`src/rtl/core/dshot_pkg.sv`:
```
`timescale 1ns / 1ps

package dshot_pkg;

    localparam int DURATION_BITS_DEF = 15;
    localparam int BIT_NS            = 2667;
    localparam int TICK_NS           = 50;
    localparam int WORD_BITS         = 21;
    localparam int CNT_W             = 5;
    localparam int SYM_W             = 6;
    localparam int PERIOD_W          = 16;
    localparam int MAX_SYM_RESET     = 12;
    localparam int CFG_ADDR_W        = 3;
    localparam int CFG_DATA_W        = 32;

    localparam logic [SYM_W-1:0] SYM_SAT = '1;

    localparam logic [1:0] ST_ECHO    = 2'd0;
    localparam logic [1:0] ST_PERIOD  = 2'd1;
    localparam logic [1:0] ST_STOPPED = 2'd2;
    localparam logic [1:0] ST_BAD     = 2'd3;

    localparam logic [0:0] REG_MAX_SYMBOLS = 1'd0;

    typedef struct packed {
        logic             zero;
        logic             level;
        logic [CNT_W-1:0] cnt;
    } t_run;

    typedef struct packed {
        logic [WORD_BITS-1:0] acc;
        logic [CNT_W-1:0]     bc;
        logic                 failed;
        logic                 echo;
    } t_capture;

    // smallest duration in ticks that rounds to at least k bits
    function automatic int run_threshold(input int k);
        int num;
        begin
            num = BIT_NS * k - BIT_NS / 2;
            return (num + TICK_NS - 1) / TICK_NS;
        end
    endfunction

    // {code valid, nibble}
    function automatic logic [4:0] gcr_lookup(input logic [4:0] code);
        logic [4:0] r;
        begin
            case (code)
                5'h09: r = {1'b1, 4'd9};
                5'h0A: r = {1'b1, 4'd10};
                5'h0B: r = {1'b1, 4'd11};
                5'h0D: r = {1'b1, 4'd13};
                5'h0E: r = {1'b1, 4'd14};
                5'h0F: r = {1'b1, 4'd15};
                5'h12: r = {1'b1, 4'd2};
                5'h13: r = {1'b1, 4'd3};
                5'h15: r = {1'b1, 4'd5};
                5'h16: r = {1'b1, 4'd6};
                5'h17: r = {1'b1, 4'd7};
                5'h19: r = {1'b1, 4'd0};
                5'h1A: r = {1'b1, 4'd8};
                5'h1B: r = {1'b1, 4'd1};
                5'h1D: r = {1'b1, 4'd4};
                5'h1E: r = {1'b1, 4'd12};
                default: r = 5'd0;
            endcase
            return r;
        end
    endfunction

endpackage

```
`src/rtl/core/dshot_erpm_reply_decoder.sv`:
```
`timescale 1ns / 1ps
// channel   direction  handshake           payload
// symbol    in         i_valid / o_ready   first/second level+duration, last_symbol
// result    out        o_valid / i_ready   status, period_us
// config    in         APB psel/penable    max_reply_symbols at byte 0
//
// One symbol accepted per cycle while o_ready is high; a result leaves through the run, capture and output registers.
// Per-symbol rate is set by the word packing step, which holds the
// capture state; run rounding (two lanes) and GCR/XOR checksum decoding are registered apart.
// Synchronous active-low reset empties all stages and sets max_reply_symbols to 12.
// A stalled result holds the output register; back-pressure reaches o_ready the same cycle.

module dshot_erpm_reply_decoder
    import dshot_pkg::*;
#(
    parameter int DURATION_BITS = DURATION_BITS_DEF
) (
    input  logic                     i_clk,
    input  logic                     i_rst_n,
    input  logic                     i_valid,
    output logic                     o_ready,
    input  logic                     i_first_level,
    input  logic [DURATION_BITS-1:0] i_first_duration,
    input  logic                     i_second_level,
    input  logic [DURATION_BITS-1:0] i_second_duration,
    input  logic                     i_last_symbol,
    output logic                     o_valid,
    input  logic                     i_ready,
    output logic [1:0]               o_status,
    output logic [PERIOD_W-1:0]      o_period_us,
    input  logic                     psel,
    input  logic                     penable,
    input  logic                     pwrite,
    input  logic [CFG_ADDR_W-1:0]    paddr,
    input  logic [CFG_DATA_W-1:0]    pwdata,
    output logic [CFG_DATA_W-1:0]    prdata,
    output logic                     pready
);

    logic [SYM_W-1:0]    r_max;
    logic                r_v1;
    t_run                r_run_a, r_run_b;
    logic                r_last;
    logic                r_vf;
    t_capture            r_cap;
    logic                r_vo;
    logic [1:0]          r_status;
    logic [PERIOD_W-1:0] r_period;

    t_run                run_a, run_b;
    t_capture            cap;
    logic [1:0]          fin_status;
    logic [PERIOD_W-1:0] fin_period;
    logic                go_o, fin_free, s2_take, s1_free;

    assign pready = 1'b1;
    assign prdata = (paddr[2] == REG_MAX_SYMBOLS) ? CFG_DATA_W'(r_max) : '0;

    always_ff @(posedge i_clk) begin
        if (!i_rst_n) begin
            r_max <= SYM_W'(MAX_SYM_RESET);
        end else if (psel && penable && pwrite && paddr[2] == REG_MAX_SYMBOLS) begin
            r_max <= pwdata[SYM_W-1:0];
        end
    end

    dshot_run_lane #(.DURATION_BITS(DURATION_BITS)) u_lane_a (
        .i_level    (i_first_level),
        .i_duration (i_first_duration),
        .o_run      (run_a)
    );

    dshot_run_lane #(.DURATION_BITS(DURATION_BITS)) u_lane_b (
        .i_level    (i_second_level),
        .i_duration (i_second_duration),
        .o_run      (run_b)
    );

    assign go_o     = r_vf && (!r_vo || i_ready);
    assign fin_free = !r_vf || go_o;
    assign s2_take  = r_v1 && (!r_last || fin_free);
    assign s1_free  = !r_v1 || s2_take;
    assign o_ready  = s1_free;

    always_ff @(posedge i_clk) begin
        if (!i_rst_n) begin
            r_v1 <= 1'b0;
        end else if (s1_free) begin
            r_v1 <= i_valid;
        end
    end

    always_ff @(posedge i_clk) begin
        if (s1_free && i_valid) begin
            r_run_a <= run_a;
            r_run_b <= run_b;
            r_last  <= i_last_symbol;
        end
    end

    dshot_word_pack u_pack (
        .i_clk         (i_clk),
        .i_rst_n       (i_rst_n),
        .i_take        (s2_take),
        .i_run_a       (r_run_a),
        .i_run_b       (r_run_b),
        .i_last        (r_last),
        .i_max_symbols (r_max),
        .o_capture     (cap)
    );

    always_ff @(posedge i_clk) begin
        if (!i_rst_n) begin
            r_vf <= 1'b0;
        end else if (fin_free) begin
            r_vf <= s2_take && r_last;
        end
    end

    always_ff @(posedge i_clk) begin
        if (fin_free && s2_take && r_last) begin
            r_cap <= cap;
        end
    end

    dshot_finish u_finish (
        .i_capture (r_cap),
        .o_status  (fin_status),
        .o_period  (fin_period)
    );

    always_ff @(posedge i_clk) begin
        if (!i_rst_n) begin
            r_vo <= 1'b0;
        end else if (go_o) begin
            r_vo <= 1'b1;
        end else if (i_ready) begin
            r_vo <= 1'b0;
        end
    end

    always_ff @(posedge i_clk) begin
        if (go_o) begin
            r_status <= fin_status;
            r_period <= fin_period;
        end
    end

    assign o_valid     = r_vo;
    assign o_status    = r_status;
    assign o_period_us = r_period;

endmodule

```
`src/rtl/core/dshot_run_lane.sv`:
```
`timescale 1ns / 1ps

module dshot_run_lane
    import dshot_pkg::*;
#(
    parameter int DURATION_BITS = DURATION_BITS_DEF
) (
    input  logic                     i_level,
    input  logic [DURATION_BITS-1:0] i_duration,
    output t_run                     o_run
);

    localparam int CMP_W = 17;

    logic [CMP_W-1:0]     dur_ext;
    logic [WORD_BITS-1:0] thermo;
    logic [CNT_W-1:0]     cnt;

    assign dur_ext = CMP_W'(i_duration);

    for (genvar k = 1; k <= WORD_BITS; k++) begin : g_thr
        assign thermo[k-1] = (dur_ext >= CMP_W'(run_threshold(k)));
    end

    assign cnt = CNT_W'($countones(thermo));

    always_comb begin
        o_run.zero  = (i_duration == '0);
        o_run.level = i_level;
        o_run.cnt   = (cnt == '0) ? CNT_W'(1) : cnt;
    end

endmodule

```
`src/rtl/core/dshot_word_pack.sv`:
```
`timescale 1ns / 1ps

module dshot_word_pack
    import dshot_pkg::*;
(
    input  logic              i_clk,
    input  logic              i_rst_n,
    input  logic              i_take,
    input  t_run              i_run_a,
    input  t_run              i_run_b,
    input  logic              i_last,
    input  logic [SYM_W-1:0]  i_max_symbols,
    output t_capture          o_capture
);

    typedef struct packed {
        logic [WORD_BITS-1:0] acc;
        logic [CNT_W-1:0]     bc;
        logic                 failed;
    } t_word;

    logic [WORD_BITS-1:0] r_acc;
    logic [CNT_W-1:0]     r_bc;
    logic                 r_failed;
    logic [SYM_W-1:0]     r_seen;

    t_word            w0, w1, w2;
    logic [SYM_W-1:0] n_seen;

    function automatic t_word apply(input t_word s, input t_run r);
        t_word                o;
        logic [CNT_W-1:0]     room;
        logic [CNT_W-1:0]     c;
        logic [WORD_BITS-1:0] fill;
        begin
            o    = s;
            room = CNT_W'(WORD_BITS) - s.bc;
            c    = (r.cnt > room) ? room : r.cnt;
            fill = (WORD_BITS'(1) << c) - WORD_BITS'(1);
            if (s.failed || s.bc >= CNT_W'(WORD_BITS)) begin
                o = s;
            end else if (s.bc == '0 && r.level) begin
                o.failed = 1'b1;
            end else begin
                o.acc = (s.acc << c) | (r.level ? fill : '0);
                o.bc  = s.bc + c;
            end
            return o;
        end
    endfunction

    always_comb begin
        w0 = '{acc: r_acc, bc: r_bc, failed: r_failed};
        w1 = i_run_a.zero ? w0 : apply(w0, i_run_a);
        w2 = (i_run_a.zero || i_run_b.zero) ? w1 : apply(w1, i_run_b);
        n_seen = (r_seen == SYM_SAT) ? r_seen : r_seen + SYM_W'(1);
        o_capture.acc    = w2.acc;
        o_capture.bc     = w2.bc;
        o_capture.failed = w2.failed;
        o_capture.echo   = (n_seen == SYM_SAT) || (n_seen > i_max_symbols);
    end

    always_ff @(posedge i_clk) begin
        if (!i_rst_n) begin
            r_acc    <= '0;
            r_bc     <= '0;
            r_failed <= 1'b0;
            r_seen   <= '0;
        end else if (i_take) begin
            if (i_last) begin
                r_acc    <= '0;
                r_bc     <= '0;
                r_failed <= 1'b0;
                r_seen   <= '0;
            end else begin
                r_acc    <= w2.acc;
                r_bc     <= w2.bc;
                r_failed <= w2.failed;
                r_seen   <= n_seen;
            end
        end
    end

endmodule

```
`src/rtl/core/dshot_finish.sv`:
```
`timescale 1ns / 1ps

module dshot_finish
    import dshot_pkg::*;
(
    input  t_capture              i_capture,
    output logic [1:0]            o_status,
    output logic [PERIOD_W-1:0]   o_period
);

    logic [CNT_W-1:0]     pad;
    logic [WORD_BITS-1:0] word;
    logic [19:0]          gcr;
    logic [4:0]           dec [4];
    logic [3:0]           ok;
    logic [15:0]          v16;
    logic [11:0]          v12;
    logic [PERIOD_W-1:0]  p;

    assign pad  = CNT_W'(WORD_BITS) - i_capture.bc;
    assign word = (i_capture.acc << pad) | ((WORD_BITS'(1) << pad) - WORD_BITS'(1));
    assign gcr  = 20'(word ^ (word >> 1));

    for (genvar k = 0; k < 4; k++) begin : g_nib
        assign dec[k] = gcr_lookup(gcr[19-5*k -: 5]);
        assign ok[k]  = dec[k][4];
    end

    assign v16 = {dec[0][3:0], dec[1][3:0], dec[2][3:0], dec[3][3:0]};
    assign v12 = v16[15:4];
    assign p   = PERIOD_W'(v12[8:0]) << v12[11:9];

    always_comb begin
        o_status = ST_BAD;
        o_period = '0;
        if (i_capture.echo) begin
            o_status = ST_ECHO;
        end else if (i_capture.failed || i_capture.bc < CNT_W'(5)) begin
            o_status = ST_BAD;
        end else if (ok != 4'hF) begin
            o_status = ST_BAD;
        end else if ((v16[15:12] ^ v16[11:8] ^ v16[7:4] ^ v16[3:0]) != 4'hF) begin
            o_status = ST_BAD;
        end else if (v12 == 12'hFFF) begin
            o_status = ST_STOPPED;
        end else if (p == '0) begin
            o_status = ST_BAD;
        end else begin
            o_status = ST_PERIOD;
            o_period = p;
        end
    end

endmodule
```
`config.mk`:
```
export PLATFORM = sky130hd
export DESIGN_NAME = dshot_erpm_reply_decoder
export DESIGN_NICKNAME = d
export VERILOG_FILES = /design/src/rtl/core/dshot_pkg.sv /design/src/rtl/core/dshot_erpm_reply_decoder.sv /design/src/rtl/core/dshot_run_lane.sv /design/src/rtl/core/dshot_word_pack.sv /design/src/rtl/core/dshot_finish.sv
export SDC_FILE = /design/constraint.sdc
export NUM_CORES = 1
export LEC_CHECK = 0
export BUFFER_PORTS_ARGS = -buffer_cell sky130_fd_sc_hd__buf_2
export CORE_MARGIN = 2
export CORE_UTILIZATION = 30
export DETAILED_ROUTE_END_ITERATION = 6
export RECOVER_POWER = 100
export REMOVE_ABC_BUFFERS = 1
export SYNTH_ARGS = -nofsm -noshare
export SYNTH_HDL_FRONTEND = slang
export SYNTH_HIERARCHICAL = 1
export SYNTH_SLANG_ARGS = --single-unit
export TNS_END_PERCENT = 30
```
`constraint.sdc`:
```
create_clock -name i_clk -period 9.9 [get_ports i_clk]
set_clock_uncertainty 0.1 [all_clocks]
set_input_delay 0.495 -clock i_clk [delete_from_list [all_inputs] [get_ports i_clk]]
set_output_delay 0.495 -clock i_clk [all_outputs]
set_load 0.05 [all_outputs]
```
==> results of run 1 <==
==> worst paths after layout <==
kind / start / to / slack (ns)
worst max register to register: u_pack/r_bc[1] / r_cap[21] / 0.81
worst min register to register: r_max[5] / r_max[5] / 0.37
worst min-delay path: i_last_symbol / r_last / 0.21
worst max-delay path: u_pack/r_bc[1] / r_cap[21] / 0.81
==> worst max-delay path: cells and delay by family, from the launching register on <==
| family | cells | cell delay (ns) |
|---|---|---|
| and+or+nand+nor | 7 | 2.04 |
| muxes | 1 | 0.22 |
| buffers and inverters | 6 | 1.18 |
| adders and majority gates | 6 | 2.08 |
| AOI/OAI and AO/OA | 9 | 2.60 |
| DFF | 1 | 0.54 |
==> area by class of cell <==
class | instances | area, sq um | share of cell area
multi-input combinational | 1753 | 12400 | 0.7228
tap | 696 | 870.8 | 0.05075
clock buffer | 9 | 225.2 | 0.01312
timing repair buffer | 111 | 598.1 | 0.03485
clock inverter | 7 | 71.32 | 0.004156
sequential | 103 | 2673 | 0.1557
inverter | 85 | 319.1 | 0.01859
==> sequential cells by signal, summed over array words and instances (netlist names) <==
name and cells:
u_pack/r_seen 6, r_cap 28, u_pack/r_bc 5, u_pack/r_failed 1, o_status 2, r_max 6
o_valid 1, r_last 1, r_run_a 7, r_v1 1, u_pack/r_acc 21, r_run_b 7
o_period_us 16, r_vf 1
==> per-layer routing <==
layer / GRT usage / vias to the layer above
met1: 0.2803 / 8375
li1: - / 7952
met5: 0 / -
met2: 0.3255 / 921
met3: 0.02915 / 188
met4: 0.08900 / 0
==> cell usage in the layout (no fill, tap or decap), drive strengths merged, types with 13 or more instances in the layout <==
cell type	Yosys	layout
and3	16	16
a21o	31	31
xnor2	37	37
buf	116	77
a21oi	116	116
dfxtp	42	42
and2	27	27
clkbuf	50	43
nand2b	17	17
a21boi	15	15
mux4	13	13
a22oi	32	32
inv	84	85
a2111oi	22	22
conb	2	27
a221oi	20	20
a32oi	14	14
nor3	57	57
ha	73	73
or3	19	19
nor2	160	160
edfxtp	61	61
o31ai	26	26
fa	30	30
mux2	21	21
nand3	103	103
nand2	197	197
nor4	15	15
a31oi	23	23
o21ai	154	154
mux2i	43	43
o22ai	33	33
o211ai	32	32
nand4	44	44
nor2b	37	37
a22o	19	19
a211oi	42	42
==> metrics by stage <==
| step | instance area [sq um] | setup slack (ns) |
|---|---|---|
| 6_report | 17160 | 0.8131 |
| 5_1_grt | 17160 | 0.2488 |
| 4_1_cts | 17280 | 1.202 |
| 3_5_place_dp | 16980 | 1.247 |
| 3_3_place_gp | 16980 | 1.326 |
| 2_1_floorplan | 15440 | 0.7403 |
==> cells in the mapped netlist, types with 16 or more instances <==
library cell / count
nand2_1: 195
nor2_1: 152
o21ai_0: 120
a21oi_1: 111
nand3_1: 103
inv_1: 78
ha_1: 73
edfxtp_1: 61
nor3_1: 55
buf_2: 53
clkbuf_1: 49
buf_4: 47
nand4_1: 43
dfxtp_1: 42
a211oi_1: 41
mux2i_1: 41
nor2b_1: 37
xnor2_1: 34
o21ai_1: 33
o211ai_1: 32
a21o_1: 31
a22oi_1: 30
fa_1: 30
o22ai_1: 29
and2_1: 26
o31ai_1: 25
a31oi_1: 23
mux2_2: 20
a22o_1: 19
or3_1: 18
nand2b_1: 17
and3_1: 16
==> power by group through the flow <==
stage               combinational [mW]  sequential [mW]  clock, mW
floorplan                         1.95            0.536          0
global placement                  2.83            0.540          0
detailed placement                2.82            0.540          0
CTS                               2.84            0.531      0.388
global route                      3.11            0.536      0.398
finish                            2.92            0.533      0.373
==> cells by family (layout without fill, tap and decap cells) <==
| family | after synthesis | after routing | synth area share |
|---|---|---|---|
| xor gates and xnor gates | 46 | 46 | 0.02830 |
| muxes | 77 | 77 | 0.06005 |
| and+or+nand+nor | 765 | 765 | 0.2434 |
| adders and majority gates | 103 | 103 | 0.09281 |
| AOI/OAI and AO/OA | 735 | 735 | 0.3326 |
| other | 2 | 27 | 0.0004604 |
| buffers and inverters | 251 | 212 | 0.07854 |
| DFF | 103 | 103 | 0.1638 |
==> flow_summary.json, run 1 <==
{
  "outcome": "finished, violations left",
  "violations": "design-rule violations, max-capacitance violations, max-slew violations",
  "ys_ff_latch": 103,
  "max_stage_delay_ns": 0.71,
  "highest-signal-layer": "met4",
  "synthFlopType": "edfxtp_1",
  "wl_met1_um": 25810,
  "drc": 8,
  "cts_made_buffers": 9,
  "cts_tree": "yes",
  "netlist.area_leader.share": 0.1123,
  "r2r.worst_path.cells": 29,
  "seq_area_frac_synth": 0.1638,
  "synth_area_sq_um": 16310,
  "synth_cells": 2082,
  "insertion_delay_ns": 0.37,
  "h-tree-depth": 3,
  "required_ns": 9.87,
  "grt_max_degree": 53,
  "drt_iter0_drc": 2010,
  "min_path_cells": 1,
  "num-fill-cells": 5721,
  "crit_path_max_fanout": 18,
  "path_class": "reg2reg",
  "async_flop_share": 0,
  "pwr-share-seq": 0.139,
  "place.gp.congestion": 0.9869,
  "rows": 85,
  "crit_slowest_cell": "o31ai_4",
  "p_comb_frac": 0.763,
  "route.met3.wl_um": 5118,
  "clkTransAtPathRegs_ns": 0.07,
  "report.final.slew_viol_count": 29,
  "clockBufferDepth": 2,
  "wire_per_inst_um": 21.72,
  "fin_crit_ns": 9.087,
  "cp-start-kind": "flop",
  "synth.distinct_cells": 140,
  "fin_nets": 2241,
  "vias": 17440,
  "io_pins": 128,
  "placedCellCount": 2748,
  "antenna_found_initial": 0,
  "dieHeight_um": 237.2,
  "die_w_um": 237.2,
  "p_sw_frac": 0.5778,
  "root_buffer": "clkbuf_16",
  "power_frac_clock": 0.097,
  "ant_nets": 0,
  "initial_utilization": 0.3031,
  "drv_cap": 1,
  "grt_pass1_wl_um": 92910,
  "cts_setup_buffers": 0,
  "hold_viol": 0,
  "met2_length_um": 26660,
  "first_global_vias": 16200,
  "peakVddDrop_mv": 0.1821,
  "synth-edff-count": 61,
  "crit_arrival_ns": 9.06,
  "synth_area_leaders": "edfxtp_1 (11%), ha_1 (5.6%), dfxtp_1 (5.2%)",
  "total_power_mw": 3.829,
  "area_growth_syn_to_layout_pct": 5.192,
  "diodes": 0,
  "fmax_mhz": 110.0,
  "hold_class": "in2reg",
  "overflow": 0,
  "drt_wl_total_um": 60040,
  "power.density_nw_per_um2": 223.2,
  "p_sw_mw": 2.213,
  "grt_use_total": 0.2060,
  "setup_viol": 0,
  "drive_gt1_frac": 0.1088,
  "rsz0062_at_grt": "no",
  "intPower_mw": 1.617,
  "clkSinkCount": 103,
  "fin_util": 0.3189,
  "ctsHoldBuffers": 0,
  "dieArea_sq_um": 56260,
  "timing.hold.ws_ns": 0.2118,
  "yosysTopAreaCell": "edfxtp_1",
  "period_share": 0.9179,
  "max-slew-margin-rel": -0.004793,
  "vias_per_cell": 6.308,
  "p_leak_nw": 6.155,
  "port_buffers": 72,
  "tightest_slew_ns": 1.507,
  "synth_area_per_cell_sq_um": 7.835,
  "yosysWarnings": 6,
  "stdcell_count": 2764,
  "fin_setup_tns_ns": 0,
  "core_area_sq_um": 53810,
  "dr.pass1.iters": 7,
  "end_kind": "flop",
  "dp_hpwl_um": 45230,
  "cts_resized": 0
}
Note: power is estimated with default switching activity, not from simulation.
==> inputs of run 2 (changes only) <==
- CORE_UTILIZATION: 30 -> 40
==> run 2 against run 1 <==
  * The run ends with max-capacitance violations, max-slew violations left
  * Combinational power about the same
  * Worst setup slack improved by 0.0097 ns
  * Via count decreased by 0.37%
  * Non-clock buffer count increased by 3
  * Critical path depth decreased by 2
  * Cell area decreased by 0.85%
  * Highest routed layer unchanged
  * First-iteration DRC count increased by 7.6%
  * Largest cell class unchanged
  * Global-route usage increased by 6.6 points
  * Sequential cell count unchanged
==> flow_summary.json, run 2 (same netlist as run 1, synthesis figures left out) <==
{
  "outcome": "finished, violations left",
  "violations": "max-capacitance violations, max-slew violations",
  "p_sw_mw": 2.203,
  "vias_per_cell": 6.689,
  "crit_family": "simple AND/OR/NAND/NOR gates",
  "dpl_cell_area_sq_um": 16790,
  "antenna_found_initial": 1,
  "root_buffer": "clkbuf_16",
  "dp_hpwl_um": 44780,
  "path_class": "reg2reg",
  "pwr-share-seq": 0.138,
  "total_power_mw": 3.860,
  "cp.depth": 27,
  "fin_setup_tns_ns": 0,
  "layout_commonest_cell": "nand2_1",
  "power.density_nw_per_um2": 226.8,
  "ant_nets": 0,
  "dieHeight_um": 205.9,
  "worst-path-buf-inv": 4,
  "vias": 17370,
  "area_growth_syn_to_layout_pct": 4.303,
  "crit_slowest_cell": "o31ai_4",
  "drive_gt1_frac": 0.1115,
  "rr_endpoint": "r_cap[26]",
  "cts_setup_buffers": 0,
  "r2r_slack_ns": 0.82,
  "core_area_sq_um": 40010,
  "ctsHoldBuffers": 0,
  "drt_wl_total_um": 58990,
  "regMostFlops": "r_cap",
  "insertion_delay_ns": 0.37,
  "largest_reg_flops": 28,
  "drv_cap": 1,
  "stdcell_count": 2597,
  "fin_util": 0.4253,
  "fin_area_sq_um": 17020,
  "required_ns": 9.88,
  "intPower_mw": 1.657,
  "p_leak_nw": 6.196,
  "place.gp.congestion": 1.009,
  "seq_area_sq_um": 2673,
  "max-slew-margin-rel": -0.04383,
  "die_w_um": 205.9,
  "rows": 73,
  "port_buffers": 72,
  "dieArea_sq_um": 42410,
  "grt_max_degree": 53,
  "layout_setup_ws_ns": 0.8228,
  "fin_nets": 2244,
  "preCtsSetupSlack_ns": 1.210,
  "dr.pass1.iters": 6,
  "fin_crit_ns": 9.077,
  "placedCellCount": 2580,
  "r2r.worst_path.cells": 27,
  "fmax_mhz": 110.2,
  "cts_resized": 0,
  "clockBufferDepth": 2,
  "first_global_vias": 15790,
  "power_frac_clock": 0.106,
  "p_sw_frac": 0.5708,
  "hold_viol": 0,
  "crit_path_max_fanout": 37,
  "clkSinkCount": 103,
  "endpoint": "r_cap[26]",
  "drc": 0,
  "layout_common_cells": "nand2_1 (196), nor2_1 (152), o21ai_0 (125)",
  "period_share": 0.9169,
  "end_kind": "flop",
  "crit_arrival_ns": 9.06,
  "p_comb_frac": 0.756,
  "overflow": 0,
  "peakVddDrop_mv": 0.2051,
  "timing.hold.ws_ns": 0.1976,
  "max_stage_delay_ns": 0.74,
  "tightest_slew_ns": 1.566,
  "clkTransAtPathRegs_ns": 0.07,
  "h-tree-depth": 3,
  "drt_iter0_drc": 2163,
  "multi_input_area_sq_um": 12400,
  "grt_use_total": 0.2720,
  "initial_utilization": 0.4078,
  "cts_made_buffers": 9,
  "grt_pass1_wl_um": 90740,
  "setup_viol": 0,
  "cp-startpoint": "u_pack/r_bc[1]",
  "cp-start-kind": "flop",
  "num-fill-cells": 4101,
  "hold_class": "in2reg",
  "regToRegStartpoint": "u_pack/r_bc[1]",
  "wire_per_inst_um": 22.72,
  "rsz0062_at_grt": "no",
  "cts_tree": "yes",
  "io_pins": 128,
  "report.final.slew_viol_count": 29
}
-- run 2: worst register-to-register path, delay by kind of cell (launching register included) --
| family | cells | cell delay, ns |
|---|---|---|
| AOI/OAI and AO/OA | 9 | 2.59 |
| xor gates and xnor gates | 1 | 0.23 |
| adders and majority gates | 4 | 1.35 |
| buffers and inverters | 4 | 0.77 |
| DFF | 1 | 0.55 |
| muxes | 2 | 0.43 |
| and+or+nand+nor | 7 | 2.80 |
-- run 2: layer usage --
layer,vias up,global-route usage,part of all wire
li1,7970,-,-
met3,149,0.04305,0.091
met2,965,0.4274,0.45
met5,-,0,0
met4,0,0.1048,0.037
met1,8288,0.3732,0.42
-- run 2: layout make-up --
class,count,area share
antenna,1,0.0001471
clock buffer,9,0.01324
clock inverter,7,0.006545
inverter,85,0.01875
multi-input combinational,1753,0.7289
sequential,103,0.1571
tap,525,0.03861
timing repair buffer,114,0.03677
-- run 2: worst min-delay path by stage --
| stage | from | endpoint | slack [ns] | cells after the start |
|---|---|---|---|---|
| after floorplan | r_max[1] | r_max[1] | 0.34 | 2 |
| after global placement | r_max[4] | r_max[4] | 0.37 | 2 |
| after detailed placement | r_max[5] | r_max[5] | 0.37 | 2 |
| after CTS | i_last_symbol | r_last | 0.18 | 1 |
| after global routing | i_last_symbol | r_last | 0.19 | 1 |
| final | i_last_symbol | r_last | 0.20 | 1 |
-- run 2: power groups by stage --
| stage | clock [mW] | sequential (mW) | combinational, mW |
|---|---|---|---|
| 6_report | 0.410 | 0.533 | 2.92 |
| 4_1_cts | 0.422 | 0.532 | 2.84 |
| 3_5_place_dp | 0 | 0.541 | 2.83 |
| 2_1_floorplan | 0 | 0.536 | 1.95 |
| 5_1_grt | 0.439 | 0.537 | 3.11 |
| 3_3_place_gp | 0 | 0.542 | 2.84 |
